**config.mk**
```make
export PLATFORM = sky130hd
export DESIGN_NAME = wall_texel_address_mapper_top
export DESIGN_NICKNAME = d
export VERILOG_FILES = /design/src/rtl/core/wtam_pkg.sv /design/src/rtl/core/wtam_front.sv /design/src/rtl/core/wtam_div_stage.sv /design/src/rtl/core/wtam_back.sv /design/src/rtl/core/wall_texel_address_mapper_top.sv
export SDC_FILE = /design/constraint.sdc
export NUM_CORES = 2
export LEC_CHECK = 0
export BUFFER_PORTS_ARGS = -buffer_cell sky130_fd_sc_hd__buf_4
export CAP_MARGIN = 40
export CORE_MARGIN = 2
export CORE_UTILIZATION = 55
export DETAILED_ROUTE_END_ITERATION = 10
export PLACE_DENSITY = 0.79
export SLEW_MARGIN = 20
export SYNTH_ARGS = -nofsm -noshare
export SYNTH_HDL_FRONTEND = slang
export SYNTH_SLANG_ARGS = --single-unit
```
**constraint.sdc**
```tcl
create_clock -name clk -period 47.1 [get_ports clk]
set_clock_uncertainty 0.1 [all_clocks]
set_input_delay 9.42 -clock clk [delete_from_list [all_inputs] [get_ports clk]]
set_output_delay 9.42 -clock clk [all_outputs]
set_load 0.01 [all_outputs]
```
**src/rtl/core/wtam_pkg.sv**
```systemverilog
// Shared types, widths, register codes and helpers for the wall texel address mapper.
package wtam_pkg;

    // Field widths.
    localparam int ROW_W    = 12;
    localparam int COL_W    = 12;
    localparam int LH_W     = 16;
    localparam int SPAN_W   = 13;
    localparam int SH_W     = 13;
    localparam int TSIZE_W  = 11;
    localparam int RB_W     = 14;
    localparam int BPP_W    = 3;
    localparam int TEX_W    = 10;
    localparam int OFF_W    = 24;

    // Vertical divider: ten quotient bits, dividend is num (16 bits) times height (11 bits).
    localparam int QUO_W    = TEX_W;
    localparam int NUM_W    = 16;
    localparam int DIVD_W   = NUM_W + TSIZE_W;

    // Configuration port.
    localparam int CFG_IDX_W  = 3;
    localparam int CFG_DATA_W = 14;

    localparam logic [CFG_IDX_W-1:0] CFG_VIEW_HEIGHT     = 3'd0;
    localparam logic [CFG_IDX_W-1:0] CFG_TEXTURE_WIDTH   = 3'd1;
    localparam logic [CFG_IDX_W-1:0] CFG_TEXTURE_HEIGHT  = 3'd2;
    localparam logic [CFG_IDX_W-1:0] CFG_ROW_BYTES       = 3'd3;
    localparam logic [CFG_IDX_W-1:0] CFG_BYTES_PER_PIXEL = 3'd4;

    // Configuration register set.
    typedef struct packed {
        logic [SH_W-1:0]    view_height;
        logic [TSIZE_W-1:0] texture_width;
        logic [TSIZE_W-1:0] texture_height;
        logic [RB_W-1:0]    row_bytes;
        logic [BPP_W-1:0]   bytes_per_pixel;
    } cfg_t;

    // Item as it travels through the divider stages.
    typedef struct packed {
        logic [ROW_W-1:0]  row;
        logic [COL_W-1:0]  col;
        logic [TEX_W-1:0]  tx;
        logic [LH_W-1:0]   lh;
        logic              neg;
        logic              sat;
        logic [DIVD_W-1:0] rem;
        logic [QUO_W-1:0]  quo;
    } div_item_t;

    // Largest legal index for a texture dimension: min(size-1, 1023), zero for size zero.
    function automatic logic [TEX_W-1:0] index_top(input logic [TSIZE_W-1:0] size);
        logic [TSIZE_W-1:0] top;
        top = size - TSIZE_W'(1);
        if (size == '0)
        begin
            return '0;
        end
        else if (top[TSIZE_W-1])
        begin
            return '1;
        end
        else
        begin
            return top[TEX_W-1:0];
        end
    endfunction

endpackage

```
**src/rtl/core/wtam_front.sv**
```systemverilog
// Front stages: span check, fraction mirror, numerator, both multiplies and the overflow test.
module wtam_front
    import wtam_pkg::*;
#(
    parameter int FRAC_BITS = 16
)
(
    input  logic                clk,
    input  logic                rst_n,
    input  logic                en,
    input  cfg_t                cfg,
    input  logic                in_valid,
    input  logic [ROW_W-1:0]    pixel_row,
    input  logic [COL_W-1:0]    screen_column,
    input  logic [LH_W-1:0]     slice_height,
    input  logic [SPAN_W-1:0]   span_start,
    input  logic [SPAN_W-1:0]   span_end,
    input  logic                hit_side,
    input  logic                ray_x_negative,
    input  logic                ray_y_positive,
    input  logic [31:0]         hit_pos_x,
    input  logic [31:0]         hit_pos_y,
    output logic                out_valid,
    output div_item_t           out_item
);

    localparam int M_W   = FRAC_BITS + 1;
    localparam int TXP_W = M_W + TSIZE_W;
    localparam int SUM_W = LH_W + 2;

    // Stage 1 signals.
    logic                 in_span;
    logic [FRAC_BITS-1:0] frac;
    logic                 mirror;
    logic [M_W-1:0]       m_next;
    logic [SUM_W-1:0]     num_next;

    logic                 v1_reg;
    logic [ROW_W-1:0]     row1_reg;
    logic [COL_W-1:0]     col1_reg;
    logic [LH_W-1:0]      lh1_reg;
    logic [M_W-1:0]       m1_reg;
    logic                 neg1_reg;
    logic [NUM_W-1:0]     num1_reg;

    // Stage 2 signals.
    logic [TXP_W-1:0]     txp_next;
    logic                 v2_reg;
    logic [ROW_W-1:0]     row2_reg;
    logic [COL_W-1:0]     col2_reg;
    logic [LH_W-1:0]      lh2_reg;
    logic                 neg2_reg;
    logic [TSIZE_W-1:0]   txraw2_reg;
    logic [DIVD_W-1:0]    nd2_reg;

    // Stage 3 signals.
    logic [TEX_W-1:0]     top_x;
    logic [DIVD_W-1:0]    ovf_bound;
    logic                 v3_reg;
    div_item_t            item3_reg;
    div_item_t            item3_next;

    // Stage 1: span test, fraction select and mirror, vertical numerator.
    assign in_span = ({1'b0, pixel_row} >= span_start) && ({1'b0, pixel_row} < span_end);
    assign frac    = hit_side ? hit_pos_x[FRAC_BITS-1:0] : hit_pos_y[FRAC_BITS-1:0];
    assign mirror  = hit_side ? ray_y_positive : ray_x_negative;
    assign m_next  = mirror ? ({1'b1, {FRAC_BITS{1'b0}}} - {1'b0, frac}) : {1'b0, frac};
    assign num_next = SUM_W'(pixel_row) - SUM_W'(cfg.view_height[SH_W-1:1])
                    + SUM_W'(slice_height[LH_W-1:1]);

    // Stage 2: scale the fraction by the width, numerator by the height.
    assign txp_next = TXP_W'(m1_reg) * TXP_W'(cfg.texture_width);

    // Stage 3: saturate the column, flag quotients that cannot fit in ten bits.
    assign top_x     = index_top(cfg.texture_width);
    assign ovf_bound = {1'b0, lh2_reg, {QUO_W{1'b0}}};

    always_comb
    begin
        item3_next.row = row2_reg;
        item3_next.col = col2_reg;
        item3_next.tx  = (txraw2_reg > {1'b0, top_x}) ? top_x : txraw2_reg[TEX_W-1:0];
        item3_next.lh  = lh2_reg;
        item3_next.neg = neg2_reg;
        item3_next.sat = (nd2_reg >= ovf_bound);
        item3_next.rem = nd2_reg;
        item3_next.quo = '0;
    end

    // Valid bits; rows outside the span are dropped here.
    always_ff @(posedge clk or negedge rst_n)
    begin
        if (!rst_n)
        begin
            v1_reg <= 1'b0;
            v2_reg <= 1'b0;
            v3_reg <= 1'b0;
        end
        else if (en)
        begin
            v1_reg <= in_valid && in_span;
            v2_reg <= v1_reg;
            v3_reg <= v2_reg;
        end
    end

    // Payload registers.
    always_ff @(posedge clk)
    begin
        if (en)
        begin
            row1_reg   <= pixel_row;
            col1_reg   <= screen_column;
            lh1_reg    <= slice_height;
            m1_reg     <= m_next;
            neg1_reg   <= num_next[SUM_W-1];
            num1_reg   <= num_next[NUM_W-1:0];

            row2_reg   <= row1_reg;
            col2_reg   <= col1_reg;
            lh2_reg    <= lh1_reg;
            neg2_reg   <= neg1_reg;
            txraw2_reg <= txp_next[FRAC_BITS +: TSIZE_W];
            nd2_reg    <= DIVD_W'(num1_reg) * DIVD_W'(cfg.texture_height);

            item3_reg  <= item3_next;
        end
    end

    assign out_valid = v3_reg;
    assign out_item  = item3_reg;

endmodule

```
**src/rtl/core/wtam_div_stage.sv**
```systemverilog
// One restoring-division stage: settles one quotient bit of the texture row.
module wtam_div_stage
    import wtam_pkg::*;
#(
    parameter int BIT = 0
)
(
    input  logic      clk,
    input  logic      rst_n,
    input  logic      en,
    input  logic      in_valid,
    input  div_item_t in_item,
    output logic      out_valid,
    output div_item_t out_item
);

    logic [DIVD_W-1:0] trial;
    logic              fits;
    logic              valid_reg;
    div_item_t         item_reg;
    div_item_t         item_next;

    // Compare against the divisor shifted to this bit and subtract when it fits.
    assign trial = {{(DIVD_W-LH_W){1'b0}}, in_item.lh} << BIT;
    assign fits  = (in_item.rem >= trial);

    always_comb
    begin
        item_next = in_item;
        if (fits)
        begin
            item_next.rem      = in_item.rem - trial;
            item_next.quo[BIT] = 1'b1;
        end
    end

    always_ff @(posedge clk or negedge rst_n)
    begin
        if (!rst_n)
        begin
            valid_reg <= 1'b0;
        end
        else if (en)
        begin
            valid_reg <= in_valid;
        end
    end

    always_ff @(posedge clk)
    begin
        if (en)
        begin
            item_reg <= item_next;
        end
    end

    assign out_valid = valid_reg;
    assign out_item  = item_reg;

endmodule

```
**src/rtl/core/wtam_back.sv**
```systemverilog
// Back stages: texture row clamp, byte offset products and sum, output register.
module wtam_back
    import wtam_pkg::*;
(
    input  logic                clk,
    input  logic                rst_n,
    input  logic                en,
    input  cfg_t                cfg,
    input  logic                in_valid,
    input  div_item_t           in_item,
    output logic                out_valid,
    output logic [ROW_W-1:0]    out_row,
    output logic [COL_W-1:0]    out_column,
    output logic [TEX_W-1:0]    texel_x,
    output logic [TEX_W-1:0]    texel_y,
    output logic [OFF_W-1:0]    texel_offset
);

    localparam int PB_W = TEX_W + BPP_W;

    logic [TEX_W-1:0] top_y;
    logic [TEX_W-1:0] ty_next;

    logic             va_reg;
    logic [ROW_W-1:0] rowa_reg;
    logic [COL_W-1:0] cola_reg;
    logic [TEX_W-1:0] txa_reg;
    logic [TEX_W-1:0] tya_reg;
    logic [OFF_W-1:0] pa_reg;
    logic [PB_W-1:0]  pb_reg;

    logic             vb_reg;
    logic [ROW_W-1:0] rowb_reg;
    logic [COL_W-1:0] colb_reg;
    logic [TEX_W-1:0] txb_reg;
    logic [TEX_W-1:0] tyb_reg;
    logic [OFF_W-1:0] offb_reg;

    // Row clamp: negative numerator gives zero, oversize quotient gives the top row.
    assign top_y = index_top(cfg.texture_height);

    always_comb
    begin
        if (in_item.neg)
        begin
            ty_next = '0;
        end
        else if (in_item.sat || (in_item.quo > top_y))
        begin
            ty_next = top_y;
        end
        else
        begin
            ty_next = in_item.quo;
        end
    end

    always_ff @(posedge clk or negedge rst_n)
    begin
        if (!rst_n)
        begin
            va_reg <= 1'b0;
            vb_reg <= 1'b0;
        end
        else if (en)
        begin
            va_reg <= in_valid;
            vb_reg <= va_reg;
        end
    end

    // First stage forms both offset products, second adds them into the output register.
    always_ff @(posedge clk)
    begin
        if (en)
        begin
            rowa_reg <= in_item.row;
            cola_reg <= in_item.col;
            txa_reg  <= in_item.tx;
            tya_reg  <= ty_next;
            pa_reg   <= OFF_W'(ty_next) * OFF_W'(cfg.row_bytes);
            pb_reg   <= PB_W'(in_item.tx) * PB_W'(cfg.bytes_per_pixel);

            rowb_reg <= rowa_reg;
            colb_reg <= cola_reg;
            txb_reg  <= txa_reg;
            tyb_reg  <= tya_reg;
            offb_reg <= pa_reg + OFF_W'(pb_reg);
        end
    end

    assign out_valid    = vb_reg;
    assign out_row      = rowb_reg;
    assign out_column   = colb_reg;
    assign texel_x      = txb_reg;
    assign texel_y      = tyb_reg;
    assign texel_offset = offb_reg;

endmodule

```
**src/rtl/core/wall_texel_address_mapper_top.sv**
```systemverilog
// Top level of the wall texel address mapper: stream ports, configuration registers, pipeline.
//
// Maps one wall pixel per transfer to texel coordinates and a byte offset. The pipeline
// takes a new item every cycle while the output is not stalled and has fifteen register
// stages: three front stages, ten stages of the restoring divider for the texture row
// (one quotient bit per stage), and two back stages ending in the output register. The
// whole pipeline advances whenever the output register is empty or being taken, so a
// stall on the output holds every stage in place. Rows outside the drawn span give no
// output transfer. Configuration registers are read live by the stages, so write them
// only while no item is in flight.
module wall_texel_address_mapper_top
    import wtam_pkg::*;
#(
    parameter int FRAC_BITS = 16
)
(
    input  logic                  clk,
    input  logic                  rst_n,

    // Input stream.
    input  logic                  s_tvalid,
    output logic                  s_tready,
    // pixel_row[11:0], screen_column[23:12], slice_height[39:24], span_start[52:40],
    // span_end[65:53], hit_pos_x[97:66], hit_pos_y[129:98], zero pad[135:130]
    input  logic [135:0]          s_tdata,
    // hit_side[0], ray_x_negative[1], ray_y_positive[2]
    input  logic [2:0]            s_tuser,

    // Output stream.
    output logic                  m_tvalid,
    input  logic                  m_tready,
    // out_row[11:0], out_column[23:12], texel_x[33:24], texel_y[43:34],
    // texel_offset[67:44], zero pad[71:68]
    output logic [71:0]           m_tdata,

    // Configuration write channel.
    input  logic                  cfg_valid,
    output logic                  cfg_ready,
    input  logic [CFG_IDX_W-1:0]  cfg_index,
    input  logic [CFG_DATA_W-1:0] cfg_data
);

    localparam int N_DIV = QUO_W;

    cfg_t             cfg_reg;
    logic             en;

    logic             div_valid [N_DIV+1];
    div_item_t        div_item  [N_DIV+1];

    logic [ROW_W-1:0] out_row;
    logic [COL_W-1:0] out_column;
    logic [TEX_W-1:0] texel_x;
    logic [TEX_W-1:0] texel_y;
    logic [OFF_W-1:0] texel_offset;

    // Global advance: the output register is free or its transfer completes.
    assign en        = !m_tvalid || m_tready;
    assign s_tready  = en;
    assign cfg_ready = 1'b1;

    // Configuration registers.
    always_ff @(posedge clk or negedge rst_n)
    begin
        if (!rst_n)
        begin
            cfg_reg.view_height     <= SH_W'(480);
            cfg_reg.texture_width   <= TSIZE_W'(64);
            cfg_reg.texture_height  <= TSIZE_W'(64);
            cfg_reg.row_bytes       <= RB_W'(256);
            cfg_reg.bytes_per_pixel <= BPP_W'(4);
        end
        else if (cfg_valid)
        begin
            unique case (cfg_index)
                CFG_VIEW_HEIGHT:     cfg_reg.view_height     <= cfg_data[SH_W-1:0];
                CFG_TEXTURE_WIDTH:   cfg_reg.texture_width   <= cfg_data[TSIZE_W-1:0];
                CFG_TEXTURE_HEIGHT:  cfg_reg.texture_height  <= cfg_data[TSIZE_W-1:0];
                CFG_ROW_BYTES:       cfg_reg.row_bytes       <= cfg_data[RB_W-1:0];
                CFG_BYTES_PER_PIXEL: cfg_reg.bytes_per_pixel <= cfg_data[BPP_W-1:0];
                default:             ;
            endcase
        end
    end

    // Front stages.
    wtam_front #(
        .FRAC_BITS (FRAC_BITS)
    ) u_front (
        .clk            (clk),
        .rst_n          (rst_n),
        .en             (en),
        .cfg            (cfg_reg),
        .in_valid       (s_tvalid),
        .pixel_row      (s_tdata[11:0]),
        .screen_column  (s_tdata[23:12]),
        .slice_height   (s_tdata[39:24]),
        .span_start     (s_tdata[52:40]),
        .span_end       (s_tdata[65:53]),
        .hit_side       (s_tuser[0]),
        .ray_x_negative (s_tuser[1]),
        .ray_y_positive (s_tuser[2]),
        .hit_pos_x      (s_tdata[97:66]),
        .hit_pos_y      (s_tdata[129:98]),
        .out_valid      (div_valid[0]),
        .out_item       (div_item[0])
    );

    // Divider stages, most significant quotient bit first.
    for (genvar g = 0; g < N_DIV; g++)
    begin : g_div
        wtam_div_stage #(
            .BIT (N_DIV - 1 - g)
        ) u_div (
            .clk       (clk),
            .rst_n     (rst_n),
            .en        (en),
            .in_valid  (div_valid[g]),
            .in_item   (div_item[g]),
            .out_valid (div_valid[g+1]),
            .out_item  (div_item[g+1])
        );
    end

    // Back stages and output register.
    wtam_back u_back (
        .clk          (clk),
        .rst_n        (rst_n),
        .en           (en),
        .cfg          (cfg_reg),
        .in_valid     (div_valid[N_DIV]),
        .in_item      (div_item[N_DIV]),
        .out_valid    (m_tvalid),
        .out_row      (out_row),
        .out_column   (out_column),
        .texel_x      (texel_x),
        .texel_y      (texel_y),
        .texel_offset (texel_offset)
    );

    assign m_tdata = {4'b0, texel_offset, texel_y, texel_x, out_column, out_row};

endmodule

```
# Word-level counts from Yosys, hierarchy flattened
# Index checks and enable logic that the tools add are counted.
# totals
reg_bits	1250
latch_bits	0
ramBits	0
rom_bits	0
inputBits	161
output_inout_bits	75
n_memories	0
# classes
n_addsub	15
multipliers	4
n_div	0
n_lt_le_gt_ge	15
eq_ne	4
n_shift	0
mux	19
bitwise	0
n_reduce_logical	13
# ops
cell	n
$mux W27	8
$mux W10	7
$mux W16	2
$mux W28	1
$ge A27 B16 Y1	1
$ge A27 B17 Y1	1
$ge A27 B18 Y1	1
$ge A27 B19 Y1	1
$ge A27 B20 Y1	1
$ge A27 B21 Y1	1
$ge A27 B22 Y1	1
$ge A27 B23 Y1	1
$ge A27 B24 Y1	1
$ge A27 B25 Y1	1
$ge A27 B26 Y1	1
$mul A16 B11 Y27	1
$mul A17 B11 Y27	1
$sub A27 B17 Y27	1
$sub A27 B18 Y27	1
$sub A27 B19 Y27	1
$sub A27 B20 Y27	1
$sub A27 B21 Y27	1
$sub A27 B22 Y27	1
$sub A27 B23 Y27	1
other kinds (23)	32

# Longest topological paths before layout
# depth
word_depth	8
ltp_mapped	40
mapped_depth_nobuf	36

# Modules after synthesis
# Synthesis repeated with hierarchy kept, for this count alone.
# unflattened
cells_unflattened	6090
area_unflattened_um2	75588.7
# by_module_without_submodules
mod	n_inst	cells_per_inst	area_per_inst_um2	seq_area_each_um2
wtam_front	1	2047	21732.1	7041.8
wtam_back	1	1098	11866.4	4524.3
wtam_div_stage at g_div[8].u_div	1	298	4155.2	2697.6
wtam_div_stage at g_div[9].u_div	1	318	4152.7	2697.6
wtam_div_stage at g_div[6].u_div	1	305	4067.7	2697.6
wtam_div_stage at g_div[7].u_div	1	293	4021.4	2697.6
wtam_div_stage at g_div[3].u_div	1	284	3975.1	2697.6
wtam_div_stage at g_div[5].u_div	1	272	3956.3	2697.6
wtam_div_stage at g_div[2].u_div	1	267	3947.5	2697.6
wtam_div_stage at g_div[4].u_div	1	266	3923.8	2697.6
wtam_div_stage at g_div[0].u_div	1	264	3833.7	2697.6
wtam_div_stage at g_div[1].u_div	1	257	3812.4	2697.6
wall_texel_address_mapper_top	1	121	2144.6	1311.3

# Least setup slack after synthesis
# OpenSTA, ideal clock, no wires.
# synth_timing
kind	in2out
from	in m_tready
to	out s_tready
arrival_time_ns	32.609
path_slack_ns	4.971
stages	4
path_cell_list	nor2b_1 > clkbuf_1 > clkbuf_1 > inv_1
# synth_between
elab_chain_len	1
# synth_rtl
element	line	rtl
start, declared	wall_texel_address_mapper_top.sv:31	input logic m_tready,
$logic_or A1 B1 Y1	wall_texel_address_mapper_top.sv:58	assign en = !m_tvalid || m_tready;
end, declared	wall_texel_address_mapper_top.sv:22	output logic s_tready,
# Every way passes these cells.

# Worst setup path in the final report
# Same ends and word-level chain as after synthesis.

==> results.md <==
- Family with the most delay on the worst path: buffers and inverters
- Final worst path period need: 19950 ps
- Worst-Margin Slew: around 870 ps
- Worst stage delay on the critical path: 430 ps
- Clk buf depth: 3
- Vias in the first global route: about 43k
- Slew Limit Fails: 0
- Slew headroom: between 40% and 50%
- Final Net Count: 6762
- # resized after CTS: 0
- Die Span Y: around 360 um
- Fill cells: around 9.4k
- Post-synth ARST share: 5.28%
- Setup TNS: 0 ps
- DRT antenna net count: 0
- Top cell type's share of synthesized area: 51.3%
- Max Clock Freq: approximately 0.05 GHz
- Ranking of synthesized cells by area: edfxtp_1 51%, fa_1 11%, ha_1 8.3%, inv_1 3.8%, nand2_1 2.9%
- EDFF count, synth: 1183
- Startpoint Class: input port
- N_diodes: 0
- Most frequent cells in the layout: 1183 x edfxtp_1, 695 x inv_1, 536 x nand2_1
- RSZ-0062 raised after global routing: no
- Status: complete, no violations
- GRT Resource Usage Total: between 20 and 25%
- Initial antenna violation count: 2
- Vias: slightly above 40k
- Layout area overhead: 11.6%
- Final Hold Vio Count: 0
- Critical Path End Type: primary output
- Final setup fails: 0
- WL final: approximately 130 mm
- Row cnt: 130
- CTS tree: done
- # port buffers: 192
- Synth Instances: 5525
- Die W: between 300 and 400 um
- Final worst path period share: a little over two fifths
- Max reg flops: 802
- Seq cells post-synth: 1249
- Critical path arrival: approximately 10000 ps
- Crit path kind: input port to primary output
- Layout cells sized above 1: under 10%
- Post-synthesis cell type count: 91
- Gpl congestion: between 0.9 and 1
- Most frequent cell on the critical path: buf_4
- Starting density of the core: around 55%
- CTS Hold Buffers Added: 0
- Sinks on Clock Net: approximately 1.2k
- Core area: 125000 um^2
- CP required: between 30000 and 40000 ps
- Clock transition at path regs: 60 ps
- Die area: 129000 um^2
- Post-CTS setup buffer count: 0
- Initial DRT Pass Iterations: 5
- CP max-delay cell: inv_8
- Pin count of the biggest net entering global routing: about 210
- Syn. warnings: 0
- Max-cap violations: 0
- Crit-path max FO: 71
- Num ports: 236
- Number of vias per cell: around 5.5
- Avg Cell Area, Syn: ~13 um^2
- Sequential fraction of the synthesis area: 53.7%
- H-Tree Depth: 4
- Synth area leader: edfxtp_1
- Synth Cell Area: around 69000 um^2
- Commonest non-fill, non-tap cell in the layout: edfxtp_1
- Cell breakdown of the critical path: buf_4, nor2b_1, buf_4, inv_8, buf_4
- Clk_lat worst skew: 770 ps
- DR DRC count: 0
- GRT overflow: 0
- CP bufs+invs: 4
- DRT iter0 DRCs: 2712
- First-pass GRT wire length: 212 mm
- Wire per inst: 17.2 um
- Hpwl dp: 94.2 mm
- Min-Delay Path Class: flop to flop
- Prevailing post-synth register cell: edfxtp_1
- Clk root buf: clkbuf_16
- Number of CTS-inserted buffers: 134
path summary, 6_finish.rpt:
kind,start,slack (ps),end,cells past startpoint
min,g_div[5].u_div.out_item[5]$_DFFE_PP_,290,g_div[6].u_div.out_item[5]$_DFFE_PP_,0
min reg2reg,g_div[5].u_div.out_item[5]$_DFFE_PP_,290,g_div[6].u_div.out_item[5]$_DFFE_PP_,0
min in group asynchronous,rst_n,8370,cfg_reg[37]$_DFFE_PN0P_,1
max reg2reg,cfg_reg[17]$_DFFE_PN0P_,36840,u_back.pa_reg[23]$_DFFE_PP_,31
max in group asynchronous,rst_n,37970,cfg_reg[2]$_DFFE_PN1P_,2
max,m_tready,27150,s_tready,5
stage by stage:
| step | area (um^2) | util [%] | setup WS [ps] | hold slack (ps) | cells |
|---|---|---|---|---|---|
| 6_report | 77200 | 61.7 | 27150 | 286 | 7522 |
| 2_1_floorplan | 69200 | - | 4970 | 300 | 5528 |
| 5_1_grt | 77200 | 61.7 | 27080 | 299 | 7522 |
| 3_3_place_gp | 72400 | 57.8 | 27150 | 300 | 7253 |
| 4_1_cts | 77000 | 61.5 | 27130 | 282 | 7507 |
| 3_5_place_dp | 72600 | 58.0 | 27140 | 305 | 7269 |
cell type report:
type	instances	area (um^2)	area share [%]
clock buffers	161	3540	4.58
multi-input cells	3438	28900	37.4
flip-flops and latches	1249	37200	48.1
repair buffers	250	2160	2.80
well taps	1650	2060	2.67
clock inverters	77	820	1.06
inverters	697	2620	3.40
Yosys cell counts, types with 44 or more instances:
cell type	number
edfxtp_1	1183
inv_1	696
nand2_1	536
ha_1	459
fa_1	372
nor2_1	273
a21oi_1	209
o21ai_0	197
xnor2_1	159
and2_1	153
clkbuf_1	117
xor2_1	114
mux2_2	87
nor3_1	80
a21o_1	79
nor2b_1	65
dfrtp_1	58
nand2b_1	57
nand3_1	49
o21a_1	49
mux2i_1	44
worst reg2reg max path, delay by kind of cell, from the launching register on:
kind            cells  cell delay, ps
flops               1             670
mux                 1             530
buf+inv             6             960
simple gates        5            1070
fa+ha+maj           8            3430
compound gates     11            3250
layer usage:
layer | share of wire (%) | wire, um | GRT usage, %
met5 | 0 | 0 | 0
met4 | 4.1 | 5330 | 9.23
met3 | 5.6 | 7290 | 3.81
met2 | 50 | 64900 | 35.8
met1 | 40 | 52200 | 25.4
kinds of logic (layout without fill, tap and decap cells):
group | Yosys count | after routing | synth area share (%)
DFF | 1249 | 1249 | 53.7
xor gates and xnor gates | 273 | 273 | 3.46
AOI/OAI and AO/OA | 785 | 785 | 7.26
other | 2 | 5 | 0.0109
and+or+nand+nor | 1413 | 1413 | 9.79
adders and majority gates | 831 | 831 | 19.1
buffers and inverters | 841 | 1185 | 4.62
muxes | 131 | 131 | 2.05
Power is left out: the tool's default activity adds up to more than one toggle a clock period on the data nets, which glitch-free logic cannot reach.
